--- src/rtl/rcf_pkg.sv ---
package rcf_pkg;

   // field and state widths
   localparam int SAMPLE_W = 16;
   localparam int COEF_W   = 16;
   localparam int STATE_W  = 24;
   localparam int FRAC_W   = STATE_W - SAMPLE_W;

   // multiplier operand widths: coefficient up to 2^COEF_W, operand two bits over state
   localparam int C_W     = COEF_W + 1;
   localparam int V_W     = STATE_W + 2;
   localparam int P_W     = V_W + C_W;
   localparam int PROD_W  = P_W - COEF_W;
   localparam int SUM_W   = STATE_W + 3;
   localparam int CNT_W   = $clog2(C_W + 1);

   // configuration port
   localparam int ADDR_W  = 3;
   localparam int DATA_W  = 32;
   localparam logic REG_MODE = 1'b0;
   localparam logic REG_COEF = 1'b1;

   localparam logic [1:0] MODE_LP   = 2'd0;
   localparam logic [1:0] MODE_HP   = 2'd1;
   localparam logic [1:0] MODE_BP   = 2'd2;
   localparam logic [1:0] MODE_PASS = 2'd3;

   localparam logic [1:0]        MODE_RESET = MODE_LP;
   localparam logic [COEF_W-1:0] COEF_RESET = {1'b1, {(COEF_W-1){1'b0}}};
   localparam logic [C_W-1:0]    COEF_ONE   = {1'b1, {COEF_W{1'b0}}};

   localparam logic CMD_FILTER = 1'b0;
   localparam logic CMD_CLEAR  = 1'b1;

   localparam logic [STATE_W-1:0]  ST_MAX = {1'b0, {(STATE_W-1){1'b1}}};
   localparam logic [STATE_W-1:0]  ST_MIN = {1'b1, {(STATE_W-1){1'b0}}};
   localparam logic [SAMPLE_W-1:0] SMP_MAX = {1'b0, {(SAMPLE_W-1){1'b1}}};
   localparam logic [SAMPLE_W-1:0] SMP_MIN = {1'b1, {(SAMPLE_W-1){1'b0}}};

   typedef enum logic [2:0] {
      ST_IDLE,
      ST_PREP1,
      ST_MUL1,
      ST_PREP2,
      ST_MUL2,
      ST_ROUND,
      ST_FINISH
   } state_type;

   typedef struct packed {
      logic             start;
      logic [C_W-1:0]   coef;
      logic [V_W-1:0]   value;
   } mul_req_type;

   typedef struct packed {
      logic              done;
      logic [PROD_W-1:0] prod;
   } mul_rsp_type;

   typedef struct packed {
      logic               ovf;
      logic [STATE_W-1:0] val;
   } sat_st_type;

   typedef struct packed {
      logic                ovf;
      logic [SAMPLE_W-1:0] val;
   } sat_smp_type;

   // clamp a grown sum to the state width
   function automatic sat_st_type sat_state(input logic [SUM_W-1:0] v);
      sat_st_type r;
      r.ovf = (v[SUM_W-1:STATE_W-1] != {(SUM_W-STATE_W+1){v[SUM_W-1]}});
      r.val = r.ovf ? (v[SUM_W-1] ? ST_MIN : ST_MAX) : v[STATE_W-1:0];
      return r;
   endfunction

   // clamp a value one bit wider than a sample
   function automatic sat_smp_type sat_sample(input logic [SAMPLE_W:0] v);
      sat_smp_type r;
      r.ovf = (v[SAMPLE_W] != v[SAMPLE_W-1]);
      r.val = r.ovf ? (v[SAMPLE_W] ? SMP_MIN : SMP_MAX) : v[SAMPLE_W-1:0];
      return r;
   endfunction

endpackage

--- src/rtl/rcf_if.sv ---
interface rcf_req_if;
   logic                                valid;
   logic                                ready;
   logic                                cmd;
   logic signed [rcf_pkg::SAMPLE_W-1:0] sample_in;

   modport source (output valid, output cmd, output sample_in, input ready);
   modport sink   (input valid, input cmd, input sample_in, output ready);
endinterface

interface rcf_rsp_if;
   logic                                valid;
   logic                                ready;
   logic signed [rcf_pkg::SAMPLE_W-1:0] sample_out;
   logic                                clipped;

   modport source (output valid, output sample_out, output clipped, input ready);
   modport sink   (input valid, input sample_out, input clipped, output ready);
endinterface

--- src/rtl/rcf_mul.sv ---
// Bit-serial coefficient multiplier: one coefficient bit per cycle, MSB first,
// then round the product by 2^COEF_W with halves toward +infinity.
module rcf_mul (
   input  logic                 clock,
   input  logic                 reset,
   input  rcf_pkg::mul_req_type mul_req,
   output rcf_pkg::mul_rsp_type mul_rsp
);
   import rcf_pkg::*;

   logic                    busy_ff, busy_in;
   logic [CNT_W-1:0]        cnt_ff, cnt_in;
   logic [C_W-1:0]          coef_sh_ff, coef_sh_in;
   logic signed [V_W-1:0]   val_ff, val_in;
   logic signed [P_W-1:0]   acc_ff, acc_in;
   logic                    done_ff, done_in;
   logic [PROD_W-1:0]       prod_ff, prod_in;
   logic signed [P_W-1:0]   rnd;

   assign rnd = acc_ff + P_W'(signed'({1'b0, 1'b1, {(COEF_W-1){1'b0}}}));

   always_comb begin
      busy_in    = busy_ff;
      cnt_in     = cnt_ff;
      coef_sh_in = coef_sh_ff;
      val_in     = val_ff;
      acc_in     = acc_ff;
      done_in    = 1'b0;
      prod_in    = prod_ff;
      // load operands
      if (mul_req.start) begin
         busy_in    = 1'b1;
         cnt_in     = CNT_W'(C_W);
         coef_sh_in = mul_req.coef;
         val_in     = $signed(mul_req.value);
         acc_in     = '0;
      end else if (busy_ff) begin
         if (cnt_ff != '0) begin
            // shift and add one coefficient bit
            acc_in     = (acc_ff <<< 1) + (coef_sh_ff[C_W-1] ? P_W'(val_ff) : '0);
            coef_sh_in = coef_sh_ff << 1;
            cnt_in     = cnt_ff - 1'b1;
         end else begin
            // round and hand back
            prod_in = rnd[P_W-1:COEF_W];
            done_in = 1'b1;
            busy_in = 1'b0;
         end
      end
   end

   always_ff @(posedge clock) begin
      if (reset) begin
         busy_ff <= 1'b0;
         done_ff <= 1'b0;
         cnt_ff  <= '0;
      end else begin
         busy_ff <= busy_in;
         done_ff <= done_in;
         cnt_ff  <= cnt_in;
      end
      coef_sh_ff <= coef_sh_in;
      val_ff     <= val_in;
      acc_ff     <= acc_in;
      prod_ff    <= prod_in;
   end

   assign mul_rsp.done = done_ff;
   assign mul_rsp.prod = prod_ff;

endmodule

--- src/rtl/one_pole_rc_filter_lp_hp_bp_unit.sv ---
// First-order RC filter (lowpass, highpass, bandpass) on signed 16-bit samples.
// Each request beat carries a command and a sample; each produces exactly one
// response beat. In lowpass or highpass mode a filter beat steps through the
// prepare, multiply, round and finish states; bandpass adds a second prepare
// and multiply. Clear and the unused mode 3 go straight to finish. The
// bit-serial multiplier walks the 17-bit coefficient one bit per cycle
// and is used once per beat (twice in bandpass). One beat is in the filter at
// a time; a finished response waits in the output register while the next
// request is taken. Write filter_mode at byte address 0 and smoothing_coef at
// address 4 only while no beat is outstanding; each mode keeps its own state,
// zeroed by a clear beat.
module one_pole_rc_filter_lp_hp_bp_unit (
   input  logic                        clock,
   input  logic                        reset,
   rcf_req_if.sink                     req_bus,
   rcf_rsp_if.source                   rsp_bus,
   input  logic                        psel,
   input  logic                        penable,
   input  logic                        pwrite,
   input  logic [rcf_pkg::ADDR_W-1:0]  paddr,
   input  logic [rcf_pkg::DATA_W-1:0]  pwdata,
   output logic [rcf_pkg::DATA_W-1:0]  prdata,
   output logic                        pready
);
   import rcf_pkg::*;

   state_type                   state_ff, state_in;
   logic [1:0]                  mode_ff, mode_in;
   logic [COEF_W-1:0]           coef_ff, coef_in;
   logic signed [SAMPLE_W-1:0]  x_ff, x_in;
   logic signed [STATE_W-1:0]   lp_ff, lp_in;
   logic signed [STATE_W-1:0]   hp_ff, hp_in;
   logic signed [SAMPLE_W-1:0]  hpi_ff, hpi_in;
   logic signed [STATE_W-1:0]   bh_ff, bh_in;
   logic signed [SAMPLE_W-1:0]  bpi_ff, bpi_in;
   logic signed [STATE_W-1:0]   bl_ff, bl_in;
   logic signed [STATE_W-1:0]   y_ff, y_in;
   logic                        clip_ff, clip_in;
   logic [SAMPLE_W-1:0]         res_ff, res_in;
   logic                        res_clip_ff, res_clip_in;
   logic                        rsp_valid_ff, rsp_valid_in;
   logic [SAMPLE_W-1:0]         rsp_sample_ff, rsp_sample_in;
   logic                        rsp_clip_ff, rsp_clip_in;

   mul_req_type                 mul_req;
   mul_rsp_type                 mul_rsp;

   logic                        accept;
   logic                        cfg_wr;
   logic                        reg_idx;
   logic [C_W-1:0]              coef_b;
   logic [C_W-1:0]              coef_a;
   logic signed [STATE_W-1:0]   xs;
   logic signed [STATE_W-1:0]   xp_hp;
   logic signed [STATE_W-1:0]   xp_bp;
   logic signed [SUM_W-1:0]     prod_s;
   logic signed [SUM_W-1:0]     sum;
   logic signed [STATE_W:0]     rnd;
   sat_st_type                  sat_s;
   sat_smp_type                 sat_o;

   rcf_mul u_mul (
      .clock   (clock),
      .reset   (reset),
      .mul_req (mul_req),
      .mul_rsp (mul_rsp)
   );

   // handshakes and operand views
   assign req_bus.ready = (state_ff == ST_IDLE);
   assign accept        = req_bus.valid && req_bus.ready;
   assign pready        = 1'b1;
   assign cfg_wr        = psel && penable && pwrite && pready;
   assign reg_idx       = paddr[ADDR_W-1];
   assign prdata        = (reg_idx == REG_MODE) ? DATA_W'(mode_ff) : DATA_W'(coef_ff);
   assign coef_b        = {1'b0, coef_ff};
   assign coef_a        = COEF_ONE - coef_b;
   assign xs            = {x_ff, {FRAC_W{1'b0}}};
   assign xp_hp         = {hpi_ff, {FRAC_W{1'b0}}};
   assign xp_bp         = {bpi_ff, {FRAC_W{1'b0}}};
   assign prod_s        = $signed(mul_rsp.prod);

   // next state
   always_comb begin
      state_in = state_ff;
      unique case (state_ff)
         ST_IDLE: begin
            if (accept) begin
               if (req_bus.cmd == CMD_CLEAR || mode_ff == MODE_PASS) state_in = ST_FINISH;
               else state_in = ST_PREP1;
            end
         end
         ST_PREP1: state_in = ST_MUL1;
         ST_MUL1: begin
            if (mul_rsp.done) state_in = (mode_ff == MODE_BP) ? ST_PREP2 : ST_ROUND;
         end
         ST_PREP2: state_in = ST_MUL2;
         ST_MUL2: begin
            if (mul_rsp.done) state_in = ST_ROUND;
         end
         ST_ROUND: state_in = ST_FINISH;
         ST_FINISH: begin
            if (!rsp_valid_ff || rsp_bus.ready) state_in = ST_IDLE;
         end
         default: state_in = ST_IDLE;
      endcase
   end

   // datapath and outputs
   always_comb begin
      mode_in       = mode_ff;
      coef_in       = coef_ff;
      x_in          = x_ff;
      lp_in         = lp_ff;
      hp_in         = hp_ff;
      hpi_in        = hpi_ff;
      bh_in         = bh_ff;
      bpi_in        = bpi_ff;
      bl_in         = bl_ff;
      y_in          = y_ff;
      clip_in       = clip_ff;
      res_in        = res_ff;
      res_clip_in   = res_clip_ff;
      rsp_valid_in  = rsp_valid_ff;
      rsp_sample_in = rsp_sample_ff;
      rsp_clip_in   = rsp_clip_ff;
      mul_req.start = 1'b0;
      mul_req.coef  = coef_b;
      mul_req.value = '0;
      sum           = '0;
      sat_s         = sat_state(sum);
      rnd           = '0;
      sat_o         = sat_sample('0);

      // register writes
      if (cfg_wr) begin
         if (reg_idx == REG_MODE) mode_in = pwdata[1:0];
         else coef_in = pwdata[COEF_W-1:0];
      end

      // drop the response once taken
      if (rsp_valid_ff && rsp_bus.ready) rsp_valid_in = 1'b0;

      unique case (state_ff)
         ST_IDLE: begin
            if (accept) begin
               x_in    = req_bus.sample_in;
               clip_in = 1'b0;
               if (req_bus.cmd == CMD_CLEAR) begin
                  lp_in       = '0;
                  hp_in       = '0;
                  hpi_in      = '0;
                  bh_in       = '0;
                  bpi_in      = '0;
                  bl_in       = '0;
                  res_in      = '0;
                  res_clip_in = 1'b0;
               end else if (mode_ff == MODE_PASS) begin
                  res_in      = req_bus.sample_in;
                  res_clip_in = 1'b0;
               end
            end
         end
         ST_PREP1: begin
            // first product of the beat
            mul_req.start = 1'b1;
            unique case (mode_ff)
               MODE_HP: begin
                  mul_req.coef  = coef_a;
                  mul_req.value = V_W'(hp_ff) + V_W'(xs) - V_W'(xp_hp);
               end
               MODE_BP: begin
                  mul_req.coef  = coef_a;
                  mul_req.value = V_W'(bh_ff);
               end
               default: begin
                  mul_req.coef  = coef_b;
                  mul_req.value = V_W'(xs) - V_W'(lp_ff);
               end
            endcase
         end
         ST_MUL1: begin
            if (mul_rsp.done) begin
               unique case (mode_ff)
                  MODE_HP: sum = prod_s;
                  MODE_BP: sum = SUM_W'(xs) - SUM_W'(xp_bp) + prod_s;
                  default: sum = SUM_W'(lp_ff) + prod_s;
               endcase
               sat_s   = sat_state(sum);
               clip_in = clip_ff | sat_s.ovf;
               y_in    = sat_s.val;
               unique case (mode_ff)
                  MODE_HP: begin
                     hp_in  = sat_s.val;
                     hpi_in = x_ff;
                  end
                  MODE_BP: begin
                     bh_in  = sat_s.val;
                     bpi_in = x_ff;
                  end
                  default: lp_in = sat_s.val;
               endcase
            end
         end
         ST_PREP2: begin
            // bandpass lowpass stage
            mul_req.start = 1'b1;
            mul_req.coef  = coef_b;
            mul_req.value = V_W'(bh_ff) - V_W'(bl_ff);
         end
         ST_MUL2: begin
            if (mul_rsp.done) begin
               sum     = SUM_W'(bl_ff) + prod_s;
               sat_s   = sat_state(sum);
               clip_in = clip_ff | sat_s.ovf;
               bl_in   = sat_s.val;
               y_in    = sat_s.val;
            end
         end
         ST_ROUND: begin
            // scale state back to a sample, round half up, clamp
            rnd         = (STATE_W+1)'(y_ff) + (STATE_W+1)'(1 << (FRAC_W - 1));
            sat_o       = sat_sample(rnd[STATE_W:FRAC_W]);
            res_in      = sat_o.val;
            res_clip_in = clip_ff | sat_o.ovf;
         end
         ST_FINISH: begin
            if (!rsp_valid_ff || rsp_bus.ready) begin
               rsp_valid_in  = 1'b1;
               rsp_sample_in = res_ff;
               rsp_clip_in   = res_clip_ff;
            end
         end
         default: begin
         end
      endcase
   end

   always_ff @(posedge clock) begin
      if (reset) begin
         state_ff     <= ST_IDLE;
         mode_ff      <= MODE_RESET;
         coef_ff      <= COEF_RESET;
         lp_ff        <= '0;
         hp_ff        <= '0;
         hpi_ff       <= '0;
         bh_ff        <= '0;
         bpi_ff       <= '0;
         bl_ff        <= '0;
         rsp_valid_ff <= 1'b0;
      end else begin
         state_ff     <= state_in;
         mode_ff      <= mode_in;
         coef_ff      <= coef_in;
         lp_ff        <= lp_in;
         hp_ff        <= hp_in;
         hpi_ff       <= hpi_in;
         bh_ff        <= bh_in;
         bpi_ff       <= bpi_in;
         bl_ff        <= bl_in;
         rsp_valid_ff <= rsp_valid_in;
      end
      x_ff          <= x_in;
      y_ff          <= y_in;
      clip_ff       <= clip_in;
      res_ff        <= res_in;
      res_clip_ff   <= res_clip_in;
      rsp_sample_ff <= rsp_sample_in;
      rsp_clip_ff   <= rsp_clip_in;
   end

   assign rsp_bus.valid      = rsp_valid_ff;
   assign rsp_bus.sample_out = rsp_sample_ff;
   assign rsp_bus.clipped    = rsp_clip_ff;

   // a clear beat leaves every filter state at zero
   assert property (@(posedge clock) disable iff (reset)
      accept && req_bus.cmd == CMD_CLEAR |=>
         lp_ff == '0 && hp_ff == '0 && hpi_ff == '0 &&
         bh_ff == '0 && bpi_ff == '0 && bl_ff == '0)
      else $error("filter state not zeroed by clear");

   // the multiplier reports only while a product is awaited
   assert property (@(posedge clock) disable iff (reset)
      mul_rsp.done |-> state_ff == ST_MUL1 || state_ff == ST_MUL2)
      else $error("multiplier done outside a multiply phase");

   // a response appears only out of the finish phase
   assert property (@(posedge clock) disable iff (reset)
      $rose(rsp_valid_ff) |-> $past(state_ff) == ST_FINISH)
      else $error("response raised outside finish");

endmodule

--- src/flat_wrapper.sv ---
// flat-port wrapper written by rule: the top's interface ports become plain ports
module one_pole_rc_filter_lp_hp_bp_unit_flat import rcf_pkg::*;
  (clock, reset, psel, penable, pwrite, paddr, pwdata, prdata, pready, req_bus_valid, req_bus_cmd, req_bus_sample_in, req_bus_ready, rsp_bus_valid, rsp_bus_sample_out, rsp_bus_clipped, rsp_bus_ready);
  rcf_req_if req_bus_i ();
  rcf_rsp_if rsp_bus_i ();
  input  logic clock;
  input  logic reset;
  input  logic psel;
  input  logic penable;
  input  logic pwrite;
  input  logic [rcf_pkg::ADDR_W-1:0] paddr;
  input  logic [rcf_pkg::DATA_W-1:0] pwdata;
  output logic [rcf_pkg::DATA_W-1:0] prdata;
  output logic pready;
  input wire logic [$bits(req_bus_i.valid)-1:0] req_bus_valid;
  input wire logic [$bits(req_bus_i.cmd)-1:0] req_bus_cmd;
  input wire logic [$bits(req_bus_i.sample_in)-1:0] req_bus_sample_in;
  output wire logic [$bits(req_bus_i.ready)-1:0] req_bus_ready;
  output wire logic [$bits(rsp_bus_i.valid)-1:0] rsp_bus_valid;
  output wire logic [$bits(rsp_bus_i.sample_out)-1:0] rsp_bus_sample_out;
  output wire logic [$bits(rsp_bus_i.clipped)-1:0] rsp_bus_clipped;
  input wire logic [$bits(rsp_bus_i.ready)-1:0] rsp_bus_ready;
  assign req_bus_i.valid = req_bus_valid;
  assign req_bus_i.cmd = req_bus_cmd;
  assign req_bus_i.sample_in = req_bus_sample_in;
  assign req_bus_ready = req_bus_i.ready;
  assign rsp_bus_valid = rsp_bus_i.valid;
  assign rsp_bus_sample_out = rsp_bus_i.sample_out;
  assign rsp_bus_clipped = rsp_bus_i.clipped;
  assign rsp_bus_i.ready = rsp_bus_ready;
  one_pole_rc_filter_lp_hp_bp_unit u_core (.clock(clock), .reset(reset), .req_bus(req_bus_i), .rsp_bus(rsp_bus_i), .psel(psel), .penable(penable), .pwrite(pwrite), .paddr(paddr), .pwdata(pwdata), .prdata(prdata), .pready(pready));
endmodule
--- config.mk ---
export PLATFORM = sky130hd
export DESIGN_NAME = one_pole_rc_filter_lp_hp_bp_unit_flat
export DESIGN_NICKNAME = d
export VERILOG_FILES = /design/src/rtl/rcf_pkg.sv /design/src/rtl/rcf_if.sv /design/src/rtl/rcf_mul.sv /design/src/rtl/one_pole_rc_filter_lp_hp_bp_unit.sv /design/src/flat_wrapper.sv
export SDC_FILE = /design/constraint.sdc
export NUM_CORES = 1
export LEC_CHECK = 0
export BUFFER_PORTS_ARGS = -buffer_cell sky130_fd_sc_hd__buf_4
export CAP_MARGIN = 20
export CORE_ASPECT_RATIO = 1.5
export CORE_MARGIN = 4
export CORE_UTILIZATION = 36
export DETAILED_ROUTE_END_ITERATION = 10
export GPL_TIMING_DRIVEN = 0
export PLACE_DENSITY_LB_ADDON = 0.05
export SLEW_MARGIN = 10
export SYNTH_ARGS = -nofsm -noshare
export SYNTH_HDL_FRONTEND = slang
export SYNTH_SLANG_ARGS = --single-unit
--- constraint.sdc ---
create_clock -name clock -period 15 [get_ports clock]
set_input_delay 3.75 -clock clock [delete_from_list [all_inputs] [get_ports clock]]
set_output_delay 3.75 -clock clock [all_outputs]
set_load 0.02 [all_outputs]
==> impl_metrics.env <==
export IMPL_drt_iter0_drc=1698
export IMPL_synth_area_um2=24960
export IMPL_synthCells=3014
export IMPL_skew_ns=0.01518
export IMPL_worstMarginPinSlew_ns=1.160
export IMPL_p_leak_nw=11.17
export IMPL_grt_pass1_vias=22940
export IMPL_arrival_ns=4.91
export IMPL_place_gp_congestion=0.9832
export IMPL_timing_rr_start="u_core.x_ff[0]"
export IMPL_start_kind="primary input"
export IMPL_netlist_area_leader_share_pct=16.60
export IMPL_cts_buffers_inserted=40
export IMPL_cp_max_fo=10
export IMPL_worstSetupEndpointType="output port"
export IMPL_slew_headroom_pct=22.65
export IMPL_fin_tns_setup_ns=0
export IMPL_postCtsSetupBuffers=0
export IMPL_hp_class="reg2reg"
export IMPL_drv_slew=0
export IMPL_syn_avg_cell_area_um2=8.283
export IMPL_synthArstFlopShare_pct=0
export IMPL_cp_startpoint="paddr[2]"
export IMPL_drive_gt1_share_pct=6.939
export IMPL_whs_ns=0.4194
export IMPL_syn_to_final_growth_pct=12.65
export IMPL_io_buffers=75
export IMPL_cap_violations=0
export IMPL_post_cts_resized=0
export IMPL_cts_tree="yes"
export IMPL_ys_flop_type="dfxtp_1"
export IMPL_yosysTopAreaCell="edfxtp_1"
export IMPL_crit_slowest_cell="clkbuf_1"
export IMPL_routedWlPerCell_um=24.96
export IMPL_final_nets=3435
export IMPL_fillers=7083
export IMPL_synth_edf_count=138
export IMPL_final_core_util_pct=40.79
export IMPL_worst_path_largest_cell_delay_ns=0.41
export IMPL_rr_worst_depth=23
export IMPL_drc=0
export IMPL_place_ws_ns=6.349
export IMPL_ir_worst_vdd_mv=0.1089
export IMPL_setup_violations=0
export IMPL_powerDensity_nw_per_um2=161.6
export IMPL_floorplan_initialDensity_pct=36.21
export IMPL_r2r_end="u_core.lp_ff[5]"
export IMPL_worstHoldEndpoint="u_core.rsp_bus.sample_out[3]"
export IMPL_cts_root_buf="clkbuf_16"
export IMPL_gr_total_overflow=0
export IMPL_chipHeight_um=330.5
export IMPL_required_ns=11.25
export IMPL_fp_dieW_um=223.0
export IMPL_clk_latency_ns=0.58
export IMPL_grt_usage_pct=26.75
export IMPL_status="finished clean"
export IMPL_crit_chain="buf_4, clkbuf_1, clkbuf_1, nand2_1, o21ai_0, buf_4"
export IMPL_hold_depth=0
export IMPL_ys_ff_latch=338
export IMPL_ys_seq_area_share_pct=32.64
export IMPL_final_area_um2=28120
export IMPL_vias=23280
export IMPL_num_rows=118
export IMPL_grt_max_degree=36
export IMPL_antenna_found_initial=0
export IMPL_hpwlAfterDp_mm=83.06
export IMPL_core_area_um2=68950
export IMPL_synth_warnings=0
export IMPL_cts_hold_buf=0
export IMPL_dpl_cell_area_um2=26820
export IMPL_clk_path_buf_depth=3
export IMPL_synthTopCellsByArea="edfxtp_1, dfxtp_1, ha_1, a21oi_1, nand2_1"
export IMPL_synth_distinct_cells=93
export IMPL_via_per_inst=5.700
export IMPL_period_share_pct=57.72
export IMPL_cts_sinks=338
export IMPL_die_area_um2=73710
export IMPL_setup_slack_ns=6.342
export IMPL_min_delay_start="u_core.res_ff[3]"
export IMPL_reg2reg_slack_ns=7.85
export IMPL_path_clk_slew_ns=0.06
export IMPL_fmax_ghz=0.1155
export IMPL_yosysMostFrequentCell="nand2_1"
export IMPL_ios=111
export IMPL_rsz0062_at_grt="no"
export IMPL_criticalPathCategory="in2out"
export IMPL_postRouteAntennaNets=0
export IMPL_synth_common_cells="nand2_1, a21oi_1, ha_1, nor2_1, dfxtp_1"
export IMPL_h_tree_depth=2
export IMPL_totalWireLength_mm=102.0
export IMPL_grt_pass1_wl_mm=147.9
export IMPL_diodes=0
export IMPL_hold_violations=0
export IMPL_min_period_ns=8.658
export IMPL_dr_pass1_iters=6
-- routing by layer --
metal | vias to the layer above | GRT usage [%] | share of wire (%)
li1 | 11200 | - | -
met1 | 11230 | 29.67 | 38
met2 | 624 | 48.01 | 50
met3 | 236 | 2.385 | 3.4
met4 | 0 | 19.05 | 8.9
met5 | - | 0 | 0
-- worst max-delay path by stage --
stage / end / slack (ns)
6_report: prdata[0] / 6.34
3_5_place_dp: prdata[0] / 6.35
2_1_floorplan: prdata[0] / 6.70
3_3_place_gp: prdata[13] / 6.39
4_1_cts: prdata[0] / 6.35
5_1_grt: prdata[0] / 6.23
-- cell type report --
cell class / instances / area, µm² / area share [%]
Sequential cell: 338 / 8148 / 28.97
Multi-Input combinational cell: 2358 / 15550 / 55.29
Clock buffer: 54 / 1156 / 4.111
Inverter: 188 / 705.7 / 2.509
Tap cell: 900 / 1126 / 4.004
Clock inverter: 20 / 150.1 / 0.5339
Buffer: 145 / 635.6 / 2.260
Timing Repair Buffer: 82 / 650.6 / 2.314
-- cells by family (layout without fill, tap and decap cells) --
family | after synthesis | in the layout | synth area share (%)
fa+ha+maj | 223 | 223 | 11.84
mux | 12 | 12 | 0.4962
compound gates | 918 | 918 | 24.07
simple gates | 1009 | 1009 | 19.28
other cells | 2 | 17 | 0.03008
xor+xnor | 179 | 179 | 6.280
flops | 338 | 338 | 32.64
buf+inv | 333 | 489 | 5.368
-- stage by stage --
stage                     power [mW]  cells
final                          4.543   4085
after global routing           4.814   4085
after detailed placement       3.553   4011
after global placement         3.522   4004
after floorplan                2.774   3029
after CTS                      4.563   4085
-- power by group --
part / leakage, nW / total, mW / internal [mW] / switching, mW
combinational: 7.65 / 2.23 / 0.785 / 1.44
sequential: 2.90 / 1.33 / 1.17 / 0.165
clock: 0.619 / 0.984 / 0.561 / 0.423
-- flip-flops by register name, indices dropped and copies added (netlist names), 17 cells and up --
register and count:
u_core.bh_ff 24, u_core.bl_ff 24, u_core.hp_ff 24, u_core.lp_ff 24, u_core.u_mul.acc_ff 43, u_core.u_mul.coef_sh_ff 17
u_core.u_mul.prod_ff 27, u_core.u_mul.val_ff 26, u_core.y_ff 17
-- placed cells by master (no fill, tap or decap), types with 53 or more instances in the layout --
cell type  instances
nand3_1          114
xor2_1            70
nor3_1            58
inv_1            186
and2_1            53
nor2_1           200
xnor2_1          109
o21ai_0          193
nand2_1          358
a21oi_1          270
edfxtp_1         138
dfxtp_1          200
buf_4             95
ha_1             201
clkbuf_1         108
a21o_1            70
-- worst max-delay path: cells and delay by family --
kind                   cells  cell delay, ns
buffers and inverters      4            0.96
AOI/OAI and AO/OA          1            0.09
and+or+nand+nor            1            0.12
Power figures use the tool's default switching activity.
